**src/button_click_classifier_core_defines.svh**
```systemverilog
// ----------------------------------------------------------------------------
// Button click classifier assertion macros
// Concurrent assertion wrappers, empty when built for synthesis.
// ----------------------------------------------------------------------------
`ifndef BUTTON_CLICK_CLASSIFIER_CORE_DEFINES_SVH
`define BUTTON_CLICK_CLASSIFIER_CORE_DEFINES_SVH

`ifndef SYNTHESIS
`define BCC_ASSERT(lbl, prop) \
  lbl: assert property (@(posedge clk) disable iff (!rst_n) prop) \
    else $error("button click classifier assertion failed");
`define BCC_ASSERT_ALWAYS(lbl, prop) \
  lbl: assert property (@(posedge clk) prop) \
    else $error("button click classifier assertion failed");
`else
`define BCC_ASSERT(lbl, prop)
`define BCC_ASSERT_ALWAYS(lbl, prop)
`endif

`endif

```
**src/bcc_pkg.sv**
```systemverilog
// ----------------------------------------------------------------------------
// Button click classifier package
// Widths, register indexes, reset values and result codes.
// ----------------------------------------------------------------------------
package bcc_pkg;

  localparam int unsigned TIME_BITS  = 32;
  localparam int unsigned NOW_W      = 32;
  localparam int unsigned CFG_W      = 16;
  localparam int unsigned CFG_IDX_W  = 1;
  localparam int unsigned KIND_W     = 2;
  localparam int unsigned CLICKS_W   = 2;

  typedef logic [TIME_BITS-1:0] time_t;
  typedef logic [CFG_W-1:0]     cfg_t;
  typedef logic [CLICKS_W-1:0]  clicks_t;

  typedef enum logic [CFG_IDX_W-1:0] {
    REG_LONG_PRESS_MS = 1'b0,
    REG_DOUBLE_WIN_MS = 1'b1
  } cfg_idx_t;

  typedef enum logic [KIND_W-1:0] {
    KIND_NONE     = 2'd0,
    KIND_FORWARD  = 2'd1,
    KIND_BACKWARD = 2'd2,
    KIND_LONG     = 2'd3
  } click_kind_t;

  localparam cfg_t    LONG_PRESS_RST = cfg_t'(1200);
  localparam cfg_t    DOUBLE_WIN_RST = cfg_t'(300);
  localparam clicks_t DOUBLE_CLICKS  = clicks_t'(2);

endpackage

```
**src/button_click_classifier_core.sv**
```systemverilog
// ----------------------------------------------------------------------------
// Button click classifier core
// Classifies polled button samples into forward, double and long presses.
// ----------------------------------------------------------------------------
// Each poll transaction yields exactly one result transaction. A poll is
// classified in the cycle it is accepted and its result lands in the output
// register on that edge, so one poll per cycle is sustained; in_ready only
// drops while the output register holds a result that is not being taken.
// The result is valid in the cycle after the poll is accepted.
`include "button_click_classifier_core_defines.svh"

module button_click_classifier_core (
  input  logic                          clk,
  input  logic                          rst_n,
  input  logic                          cfg_wr_en,
  input  logic [bcc_pkg::CFG_IDX_W-1:0] cfg_index,
  input  logic [bcc_pkg::CFG_W-1:0]     cfg_wdata,
  input  logic                          in_valid,
  output logic                          in_ready,
  input  logic                          in_button_pressed,
  input  logic [bcc_pkg::NOW_W-1:0]     in_now_ms,
  output logic                          out_valid,
  input  logic                          out_ready,
  output logic [bcc_pkg::KIND_W-1:0]    out_click_kind
);
  import bcc_pkg::*;

  cfg_t        long_press_r, long_press_nxt;
  cfg_t        double_win_r, double_win_nxt;
  logic        held_r, held_nxt;
  logic        long_rep_r, long_rep_nxt;
  time_t       press_start_r, press_start_nxt;
  clicks_t     clicks_r, clicks_nxt;
  time_t       last_click_r, last_click_nxt;
  logic        out_valid_r, out_valid_nxt;
  click_kind_t kind_r, kind_nxt;

  time_t       now_t;
  time_t       hold_el;
  time_t       click_el;
  clicks_t     clicks_inc;
  logic        accept;

  assign in_ready       = !out_valid_r || out_ready;
  assign accept         = in_valid && in_ready;
  assign out_valid      = out_valid_r;
  assign out_click_kind = KIND_W'(kind_r);

  assign now_t      = time_t'(in_now_ms);
  assign hold_el    = now_t - press_start_r;
  assign click_el   = now_t - last_click_r;
  assign clicks_inc = clicks_r + clicks_t'(1);

  always_comb begin
    long_press_nxt = long_press_r;
    double_win_nxt = double_win_r;
    if (cfg_wr_en) begin
      unique case (cfg_idx_t'(cfg_index))
        REG_LONG_PRESS_MS: long_press_nxt = cfg_wdata;
        REG_DOUBLE_WIN_MS: double_win_nxt = cfg_wdata;
        default: ;
      endcase
    end
  end

  always_comb begin
    held_nxt        = held_r;
    long_rep_nxt    = long_rep_r;
    press_start_nxt = press_start_r;
    clicks_nxt      = clicks_r;
    last_click_nxt  = last_click_r;
    kind_nxt        = KIND_NONE;
    priority if (in_button_pressed && !held_r) begin
      press_start_nxt = now_t;
      held_nxt        = 1'b1;
      long_rep_nxt    = 1'b0;
    end else if (in_button_pressed) begin
      if (!long_rep_r && (hold_el >= time_t'(long_press_r))) begin
        long_rep_nxt = 1'b1;
        kind_nxt     = KIND_LONG;
      end
    end else if (!held_r) begin
      kind_nxt = KIND_NONE;
    end else if (long_rep_r) begin
      held_nxt     = 1'b0;
      long_rep_nxt = 1'b0;
    end else if (click_el < time_t'(double_win_r)) begin
      held_nxt = 1'b0;
      if (clicks_inc >= DOUBLE_CLICKS) begin
        clicks_nxt     = '0;
        last_click_nxt = '0;
        kind_nxt       = KIND_BACKWARD;
      end else begin
        clicks_nxt = clicks_inc;
      end
    end else begin
      held_nxt       = 1'b0;
      clicks_nxt     = clicks_t'(1);
      last_click_nxt = now_t;
      kind_nxt       = KIND_FORWARD;
    end
  end

  always_comb begin
    out_valid_nxt = out_valid_r;
    if (accept) begin
      out_valid_nxt = 1'b1;
    end else if (out_ready) begin
      out_valid_nxt = 1'b0;
    end
  end

  always_ff @(posedge clk) begin
    if (!rst_n) begin
      long_press_r  <= LONG_PRESS_RST;
      double_win_r  <= DOUBLE_WIN_RST;
      held_r        <= 1'b0;
      long_rep_r    <= 1'b0;
      press_start_r <= '0;
      clicks_r      <= '0;
      last_click_r  <= '0;
      out_valid_r   <= 1'b0;
    end else begin
      long_press_r <= long_press_nxt;
      double_win_r <= double_win_nxt;
      out_valid_r  <= out_valid_nxt;
      if (accept) begin
        held_r        <= held_nxt;
        long_rep_r    <= long_rep_nxt;
        press_start_r <= press_start_nxt;
        clicks_r      <= clicks_nxt;
        last_click_r  <= last_click_nxt;
      end
    end
  end

  always_ff @(posedge clk) begin
    if (accept) begin
      kind_r <= kind_nxt;
    end
  end

  `BCC_ASSERT(a_long_needs_held, long_rep_r |-> held_r)
  `BCC_ASSERT(a_clicks_below_double, clicks_r < DOUBLE_CLICKS)
  `BCC_ASSERT(a_long_result_marks_state, (out_valid_r && (kind_r == KIND_LONG)) |-> long_rep_r)
  `BCC_ASSERT(a_stall_holds_state, (!accept && !$past(!rst_n)) |=> $stable(clicks_r))

endmodule

```
**config.mk**
```make
export PLATFORM = sky130hd
export DESIGN_NAME = button_click_classifier_core
export DESIGN_NICKNAME = d
export VERILOG_FILES = /design/src/bcc_pkg.sv /design/src/button_click_classifier_core.sv
export VERILOG_INCLUDE_DIRS = /design/src /design/src/src
export SDC_FILE = /design/constraint.sdc
export NUM_CORES = 1
export LEC_CHECK = 0
export BUFFER_PORTS_ARGS = -buffer_cell sky130_fd_sc_hd__buf_2
export CORE_MARGIN = 10
export CORE_UTILIZATION = 57
export CTS_BUF_LIST = sky130_fd_sc_hd__clkbuf_4 sky130_fd_sc_hd__clkbuf_8
export CTS_CLUSTER_SIZE = 8
export DETAILED_ROUTE_END_ITERATION = 10
export PLACE_DENSITY = 0.8
export SLEW_MARGIN = 20
export SYNTH_ARGS = -nofsm -noshare
export SYNTH_HDL_FRONTEND = slang
export SYNTH_SLANG_ARGS = --single-unit
```
**constraint.sdc**
```tcl
create_clock -name clk -period 5.1 [get_ports clk]
set_clock_uncertainty 0.2 [all_clocks]
set_input_delay 0.51 -clock clk [delete_from_list [all_inputs] [get_ports clk]]
set_output_delay 0.51 -clock clk [all_outputs]
set_load 0.005 [all_outputs]
```
After elaboration in Yosys (flattened, before gate mapping)
Index checks and enable logic that the tools add are counted.

storage, ports and cells
  register bits = 103
  bits of input ports = 55
  output and inout port bits = 4
  word-level logic and storage cells = 56

cells by class
  add/sub/neg operators = 3
  $lt $le $gt $ge = 3
  equal/unequal tests = 3
  multiplexer cells = 18
  bitwise logic cells = 4
  reduce and logical (&&, ||, !) cells = 16

operators with widths
  cell                   number
  $mux W32               2
  $sub A32 B32 Y32       2
  $ge A32 B16 Y1         1
  $lt A32 B16 Y1         1
  $mux W2                8
  $mux W1                8
  $reduce_and A2 Y1      4
  $reduce_and A6 Y1      1
  $reduce_and A5 Y1      1
  $ne A2 B1 Y1 const B   2
  $not A1 Y1             4
  $logic_and A1 B1 Y1    3
  $logic_not A1 Y1       3
  $ne A3 B1 Y1 const B   1
  $reduce_and A3 Y1      1
  $reduce_bool A3 Y1     1
  $add A2 B1 Y2 const B  1
  $ge A2 B2 Y1 const B   1
  $reduce_bool A2 Y1     1
  $logic_or A1 B1 Y1     1

Longest topological paths before layout
Gate-level depths: netlist of the first run.

  depth after elaboration = 7
  gate-level depth with buffers = 21
  mapped depth without buffers = 20

Worst setup path after synthesis of the first run
Ideal clock, no wire load.

  kind = input port to flip-flop
  from = input in_now_ms[0] in the netlist's numbering
  to = register last_click_r[10]
  arrival time = 4569 ps
  path slack = 272 ps
  stages on the path = 20
  buffers on the path = 1
  cells stage by stage = inv_1 > ha_1 > fa_1 > nand2b_1 > a21o_1 > a21oi_1 > or2_2 > a31oi_1 > xnor2_1 > ha_1 > a21o_1 > a21oi_1 > o2111ai_1 > a311o_1 > nor4_1 > o2111ai_1 > or4_4 > o41ai_4 > buf_6 > a22o_1

on the way
  longest elaborated chain between the ends = 4

RTL lines
  what                                line                                 RTL
  from (decl)                         button_click_classifier_core.sv:21   input logic [bcc_pkg::NOW_W-1:0] in_now_ms,
  $sub A32 B32 Y32 *                  button_click_classifier_core.sv:51   assign click_el = now_t - last_click_r;
  $lt A32 B16 Y1 *                    button_click_classifier_core.sv:87   end else if (click_el < time_t'(double_win_r)) begin
  $ne A2 B1 Y1 (no source line)       --
  $reduce_and A6 Y1 (no source line)  --
  to (signal assigned)                button_click_classifier_core.sv:132  last_click_r <= last_click_nxt;
  to (decl)                           button_click_classifier_core.sv:34   time_t last_click_r, last_click_nxt;

Every way passes the cells marked *; elsewhere a longest branch is shown, timed or not.
A chain may end at the register's enable or synchronous reset.

Worst setup path after layout of the first run
  from = register last_click_r[0]
  to = register last_click_r[29]

on the way
  longest elaborated chain between the ends = 4

RTL lines
  what                                line
  $sub A32 B32 Y32 *                  button_click_classifier_core.sv:51
  $lt A32 B16 Y1 *                    button_click_classifier_core.sv:87
  $ne A2 B1 Y1 (no source line)       --
  $reduce_and A6 Y1 (no source line)  --

Marks and branches as above.

==> results of run 1 <==
## worst max-delay path, stage by stage, from the launching register on
cell and delay, ps:
dfxtp_1 330, ha_1 200, fa_1 390, nand2b_1 170, a21o_1 190, a21oi_2 130, or2_2 160, a31oi_1 100
xnor2_1 140, ha_1 290, a21o_1 170, a21oi_1 180, o2111ai_1 120, a311o_1 350, nor4_2 210, o2111ai_1 150
or4_4 580, o41ai_4 270, buf_4 270, a22o_1 180
## cell type report
| class | instances | area share |
|---|---|---|
| multi-input cells | 863 | 0.617 |
| flip-flops and latches | 103 | 0.230 |
| repair buffers | 93 | 0.0614 |
| inverters | 115 | 0.0478 |
| well taps | 180 | 0.0248 |
| clock buffers | 11 | 0.0160 |
| clock inverters | 4 | 0.00317 |
## metrics by stage
stage / total power (W) / cell area, um^2 / utilization
6_report: 0.00207 / 9060 / 0.646
5_1_grt: 0.00219 / 9060 / 0.646
4_1_cts: 0.00206 / 9030 / 0.643
3_5_place_dp: 0.00158 / 8860 / 0.631
3_3_place_gp: 0.00156 / 8860 / 0.631
2_1_floorplan: 0.00137 / 8280 / -
## metal layers
metal / up-vias / wire length (um) / part of all wire
li1: 4116 / - / -
met1: 3796 / 10800 / 0.46
met2: 293 / 10500 / 0.45
met3: 27 / 1700 / 0.073
met4: 0 / 344 / 0.015
met5: - / 0 / 0
## logic make-up (layout without fill, tap and decap cells)
kind of cell	Yosys count	in the layout	share of synthesized area
DFF	103	103	0.251
and+or+nand+nor	362	362	0.195
xor gates and xnor gates	42	42	0.0444
muxes	2	2	0.00242
AOI/OAI and AO/OA	361	361	0.283
buffers and inverters	160	223	0.0766
adders and majority gates	96	96	0.147
## registers in the layout, indices dropped and copies added, names as in the netlist
name and count:
long_rep_r 1, out_click_kind 2, last_click_r 32, clicks_r 2, press_start_r 32, held_r 1
double_win_r 16, long_press_r 16, out_valid 1
## what timing repair did
item,CTS,global route
endpoints found under the setup margin,0,34
setup buffers,0,1
resized for setup,0,8
## placed cells by master (no fill, tap or decap), drive strengths merged, types with 5 or more instances in the layout
master	n
nand2	198
buf	93
a211oi	7
xnor2	25
nand2b	8
o41ai	7
dfxtp	101
clkbuf	11
a22o	32
a21o	29
nor4	8
a21oi	140
o21bai	7
ha	94
a31oi	8
or3	5
o21ai	50
nand3	18
nor2b	13
a311oi	5
inv	116
o211ai	16
nand4	18
nor3	23
xor2	17
nor2	49
and2	5
o2111ai	8
o21a	14
## worst paths after layout
| check | cells after the start | slack (ps) | from | endpoint |
|---|---|---|---|---|
| worst max-delay path | 19 | 240 | last_click_r[0] | last_click_r[29] |
| worst min-delay path | 3 | 160 | in_valid | out_valid |
| worst min register to register | 2 | 260 | press_start_r[17] | press_start_r[17] |
| worst max register to register | 19 | 240 | last_click_r[0] | last_click_r[29] |
## power by group through the flow
stage	Sequential [W]	Combinational (W)	Clock, W
detailed placement	0.000871	0.000705	0
CTS	0.000852	0.000709	0.000503
global route	0.000855	0.000813	0.000522
global placement	0.000869	0.000694	0
finish	0.000852	0.000725	0.000489
floorplan	0.000867	0.000508	0
==> summary by stage, run 1 <==
Logic synthesis
By area the synthesized netlist is led by dfxtp_1, ha_1, nand2_1. Counting distinct cell types in the post-synthesis netlist gives 66. The commonest cells after synthesis are nand2_1, a21oi_1, inv_1.

The number of flops mapped to enable cells by yosys is 2. In the synthesized netlist, the number of instances is 1126. The area of the mapped netlist is 8280 um^2. A synthesized cell averages around 7.4 um^2. The proportion of register bits with asynchronous set or reset after synthesis is 0. Of the synthesized area, sequential elements account for 0.251. The share of synthesized area in the top cell type comes to 0.244. For this run, the number of Yosys warnings is 0. The most common flop cell mapped by yosys is dfxtp_1. The total nets after synthesis is about 1300. The cell taking the most area after synthesis is dfxtp_1. The synthesized design contains between 100 and 150 register bits. By instance count, the leading cell after synthesis is nand2_1.

Power
Of the total power, registers draw 0.412. The power density over the cells is ~230 nW/um^2. The combinational power share is 0.351. Of the total power, the share spent switching nets is 0.360.

The net load switching power is about 0.00074 W. Cell internal power was estimated by the tool at 0.00132 W. The fraction of power consumed by the clock network is 0.237. The maximum VDD drop is about 140 uV.

The reported leakage power is between 3 and 4 nW.

Place
The final HPWL from detailed placement is around 19000 um. The post-placement setup slack is -142 ps. In this run, placement finished with an instance count of around 1400. The final weighted congestion of routability-driven global placement is between 0.9 and 1. Buffers placed on the I/O ports in this run total 58.

Finish
The antenna diode count is 0. The final non-filler cell total is ~1400. The signed area change from the synthesized netlist to the final layout is 9.44%. Across the whole layout, storage elements account for around 2100 um^2. The share of cells above drive strength 1 is 0.103. The multi-input combinational cell area is ~5600 um^2. The fill cell total of the finished layout is approximately 1300. The net count of the finished layout is 1336.

Critical path
The endpoint arrival time on the critical path is between 4000 and 5000 ps. The data required time at the worst endpoint is about 5200 ps. Along the worst path, the maximum fanout reaches 14. The kind of critical path is flip-flop to flip-flop. The type of element launching the critical path is a flip-flop. STA classifies the critical path endpoint as a flip-flop.

Die
The die covers 19800 um^2. For this configuration, the core starts out at a cell density of 0.590. Row generation in the floorplan step produced 43 rows.

a little under 60 I/O pins were placed. The floorplan step set the die height to roughly 140 um. The area of the placeable core is ~14000 um^2. The die width is between 100 and 150 um.

Timing
At the pin with the least slew margin, the transition time is 908 ps. The worst slew margin relative to its limit is 0.395. The smallest hold slack is roughly 160 ps. The time the final worst path needs with I/O delays and setup is roughly 4900 ps. The number of failing hold endpoints at the final stage is 0. Dividing the final minimum period by the clock period gives 0.953. The summed negative setup slack over all endpoints is 0 ps.

Setup violations remaining at the end of the flow were counted as 0. The max-slew violation total from the final report came to 0. The worst setup slack after layout is approximately 240 ps. Setup repair after global routing left no endpoint under its margin. Based on the critical path, the design can be clocked at up to ~210 MHz.

Clock network
Counting every sink on the clock net gives around 100. The H-tree generated during clock tree synthesis spans 3 levels. The CTS tree is yes. In this run, post-CTS hold repair placed 0 buffers. The root buffer cell is clkbuf_8. The number of clock buffers added by TritonCTS is 9. Clock-pin slew was measured on the worst setup and hold paths at 100 ps. The clock passes through at most 2 buffers. The clock reaches the later pin of the worst-skew pair after ~390 ps.

GRT
In the global route stage, met3 resource usage came out at 0.0331. The initial antenna violation count came to 0. The number of global-route vias before repair is about 7600. The residual overflow from global routing is 0.

The global routing's busiest layer is met2. For met1 alone, demand over resource in global routing was 0.311. The first global-routing pass estimated between 30000 and 40000 um of wire. The met2 capacity usage during global routing is 0.367. Across every metal layer, demand over resource in global routing totals 0.229. The largest net degree at the start of global routing is 61.

Routing
The overall routed net length is roughly 23000 um. The initial DRC count is 700. For this run, the detailed router's first-pass iteration total came to 6.

Detailed routing inserted a total of roughly 8000 vias. In the routed design, unresolved DRC markers number 0. Using the TritonRoute via totals, the vias-per-cell ratio works out to 6.01. The antenna violation net count after detailed routing is 0. The mean routed wirelength per cell is ~17 um.

Worst hold path
In this run the worst hold path is classified as primary input to flip-flop.

Run
The tool flagged a number of max-cap violations equal to 0.

Status
The flow ran to the end, and the final reports show no timing, DRC or antenna violations.
Note: power is estimated with default switching activity, not from simulation.
==> run 2: changes to the inputs <==
--- a/config.mk
+++ b/config.mk
@@ -8,11 +8,11 @@
 export LEC_CHECK = 0
 export BUFFER_PORTS_ARGS = -buffer_cell sky130_fd_sc_hd__buf_2
 export CORE_MARGIN = 10
-export CORE_UTILIZATION = 57
+export CORE_UTILIZATION = 68
 export CTS_BUF_LIST = sky130_fd_sc_hd__clkbuf_4 sky130_fd_sc_hd__clkbuf_8
 export CTS_CLUSTER_SIZE = 8
 export DETAILED_ROUTE_END_ITERATION = 10
-export PLACE_DENSITY = 0.8
+export PLACE_DENSITY = 0.89
 export SLEW_MARGIN = 20
 export SYNTH_ARGS = -nofsm -noshare
 export SYNTH_HDL_FRONTEND = slang
==> constraint.sdc (replaced) <==
create_clock -name clk -period 5.8 [get_ports clk]
set_clock_uncertainty 0.2 [all_clocks]
set_input_delay 0.58 -clock clk [delete_from_list [all_inputs] [get_ports clk]]
set_output_delay 0.58 -clock clk [all_outputs]
set_load 0.005 [all_outputs]
==> summary by stage, run 2 (same netlist as run 1, synthesis figures left out) <==
Status
The flow ran to the end, and the final reports show no timing, DRC or antenna violations.

Finish
The antenna diode count is 0. Leaving out filler cells and counting taps, the final layout contains between 1000 and 1500. Leaving out fill and tap cells, the most frequent cells in the layout are nand2_1, a21oi_1, inv_1, dfxtp_1, ha_1. The largest registers in the layout are last_click_r: 32 flops, press_start_r: 32 flops. The count of nets after finishing is around 1300. Of the cells placed in the final design, the portion with a size suffix greater than 1 is 0.0749. The signed area change from the synthesized netlist to the final layout is 6.16%. The most common cell after layout, fill and taps aside is nand2_1.

Routing
The detailed-route vias per instance is between 6 and 7. For this block, the routed nets add up to roughly 23000 um of wire. The initial DRC count is 899.

The mean routed wirelength per cell is 17.9 um. The remaining routing DRC violations is 0. The detailed router placed between 8000 and 9000 vias in this run. The antenna violation net count after detailed routing is 0. The number of optimization iterations in the first detailed-route pass is 6.

Worst hold path
The path class of the tightest hold or removal check is primary input to flip-flop. The worst hold path begins at in_valid.

Timing
Summed over all failing endpoints, the final setup total negative slack is 0 ps. The post-route fraction of the period consumed by the critical path is 0.905. For the pin with the worst max-slew slack, the measured transition is ~850 ps.

The number of failing setup endpoints in the final timing report is 0. The max-slew violation total from the final report is 0. Setup repair after global routing left no endpoint under its margin. The worst path in the final design needs a cycle of 5250 ps, including I/O delays and setup. Measured against its own limit, the worst slew margin works out to 0.429.

Derived from the worst setup path, the maximum achievable clock frequency is around 190 MHz. In the post-route analysis, the smallest setup slack over all paths is roughly 550 ps. The number of failing hold endpoints at the final stage is 0.

Run
The tool flagged a number of max-cap violations equal to 0.

Place
The post-placement setup slack is 276 ps. Once placement completed, the tool counted placed cells totaling ~1300. Detailed placement ended at an HPWL of about 18000 um. The congestion estimate from routability-driven global placement came to 0.985. In this run the tool buffered the top-level ports with 58 buffer cells.

Die
Measured along the x axis, the die boundary spans 130 um. The floorplan row count is 40. The starting density of the core is 0.692. Measured along the y axis, the die boundary spans about 130 um. After floorplanning, the core was sized to cover 12000 um^2. The area of the die is ~17000 um^2. The count of pins on the block boundary is 59.

Clock network
The number of hold buffers added after cts is 0. The CTS tree is yes. The H-tree was split into 3 levels. The number of buffers created by CTS is 9. Post-CTS timing repair inserted 0 buffers for setup. Gates resized during post-CTS repair numbered 0.

The clock latency on the worst-skew pair is between 300 and 400 ps. The largest buffer count on any clock path is 2. The root buffer cell is clkbuf_8.

Clock-pin slew was measured on the worst setup and hold paths at 100 ps. The sink count of the clock tree is around 100.

GRT
The first global-routing pass estimated 37700 um of wire. The initial antenna violation count is 0. The residual overflow from global routing is 0. For this run, the total global-route usage over all layers was measured as 0.275. The largest net degree at the start of global routing is 60. The number of global-route vias before repair is 7766.

Power
In this run the static leakage power is approximately 3.5 nW. Dividing total power by cell area gives a power density of 207 nW/um^2. The internal portion of total power is approximately 0.0012 W.

The share of total power dissipated in combinational logic is 0.344. Across the VDD grid, the largest voltage drop is between 150 and 200 uV. The net load switching power is approximately 0.00064 W. Of the total power, the share spent switching nets is 0.354. Of the total power, the clock network draws 0.244. The share of total power dissipated in sequential elements is 0.412.

Critical path
The capture instance of the worst register-to-register path is last_click_r[10]. The origin of the worst setup path is last_click_r[3]. For the worst setup path, the data required time is a little under 6000 ps. The worst register-to-register path has a depth of 20. STA classifies the critical path endpoint as a flip-flop.

In this run the worst setup path terminates at last_click_r[10]. In this run the worst path has a maximum fanout of 32. The kind of critical path is flip-flop to flip-flop. The endpoint arrival time on the critical path is 5360 ps. The minimum setup slack among reg-to-reg paths is about 550 ps. The worst setup path is launched from a flip-flop.

The worst reg2reg path startpoint is last_click_r[3].
==> run 2: cell count changes in the layout (fill, tap and decap cells not counted), sizes merged <==
cell and change:
buf -29, clkinv +3, clkbuf -2, inv -2, bufinv +1, clkinvlp +1
==> run 2: layout make-up <==
| type | instances | area (um^2) |
|---|---|---|
| Clock buffer | 9 | 124 |
| Fill cell | 999 | 3170 |
| Inverter | 115 | 432 |
| Timing Repair Buffer | 64 | 335 |
| Tap cell | 147 | 184 |
| Multi-Input combinational cell | 863 | 5570 |
| Sequential cell | 103 | 2080 |
| Clock inverter | 7 | 63.8 |
==> run 2: critical path, stage by stage, from the launching register on <==
cell,delay [ps]
dfxtp_1,370
inv_1,50
ha_1,340
a21o_1,200
a21oi_1,280
a21oi_1,110
nor2b_1,180
o21ai_0,130
xor2_1,210
ha_1,280
a21o_1,160
a21o_1,170
a21oi_1,170
o2111ai_1,120
a311o_1,330
nor4_1,290
o2111ai_1,170
or4_4,590
o41ai_4,230
buf_4,370
a22o_1,210
==> run 2: how the worst min path moves through the flow <==
| stage | endpoint | slack, ps | cells past startpoint |
|---|---|---|---|
| final | out_valid | 240 | 3 |
| after global routing | out_valid | 230 | 3 |
| after CTS | out_valid | 230 | 3 |
| after detailed placement | press_start_r[29] | 250 | 2 |
| after global placement | clicks_r[1] | 240 | 2 |
| after floorplan | clicks_r[1] | 220 | 2 |
==> run 2: stage by stage <==
stage | area, um^2 | total power (W) | util | hold slack [ps]
floorplan | 8280 | 0.00121 | - | 220
global placement | 8600 | 0.00135 | 0.719 | 240
detailed placement | 8600 | 0.00137 | 0.719 | 248
CTS | 8790 | 0.00181 | 0.735 | 230
global route | 8790 | 0.00192 | 0.735 | 231
finish | 8790 | 0.00182 | 0.735 | 242
==> run 2: metal layers <==
layer  vias to the layer above  global-route usage  share of wire
met2                       408               0.442           0.46
met4                         0              0.0896          0.023
met3                        54              0.0604          0.096
li1                       4071                   -              -
met1                      3790               0.358           0.43
met5                         -                   0              0
==> run 2: power groups by stage <==
stage               Sequential [W]  Clock, W  Combinational (W)
floorplan                 0.000762         0           0.000447
global placement          0.000764         0           0.000586
detailed placement        0.000765         0           0.000604
CTS                       0.000749  0.000448           0.000610
global route              0.000751  0.000472           0.000698
finish                    0.000749  0.000443           0.000626
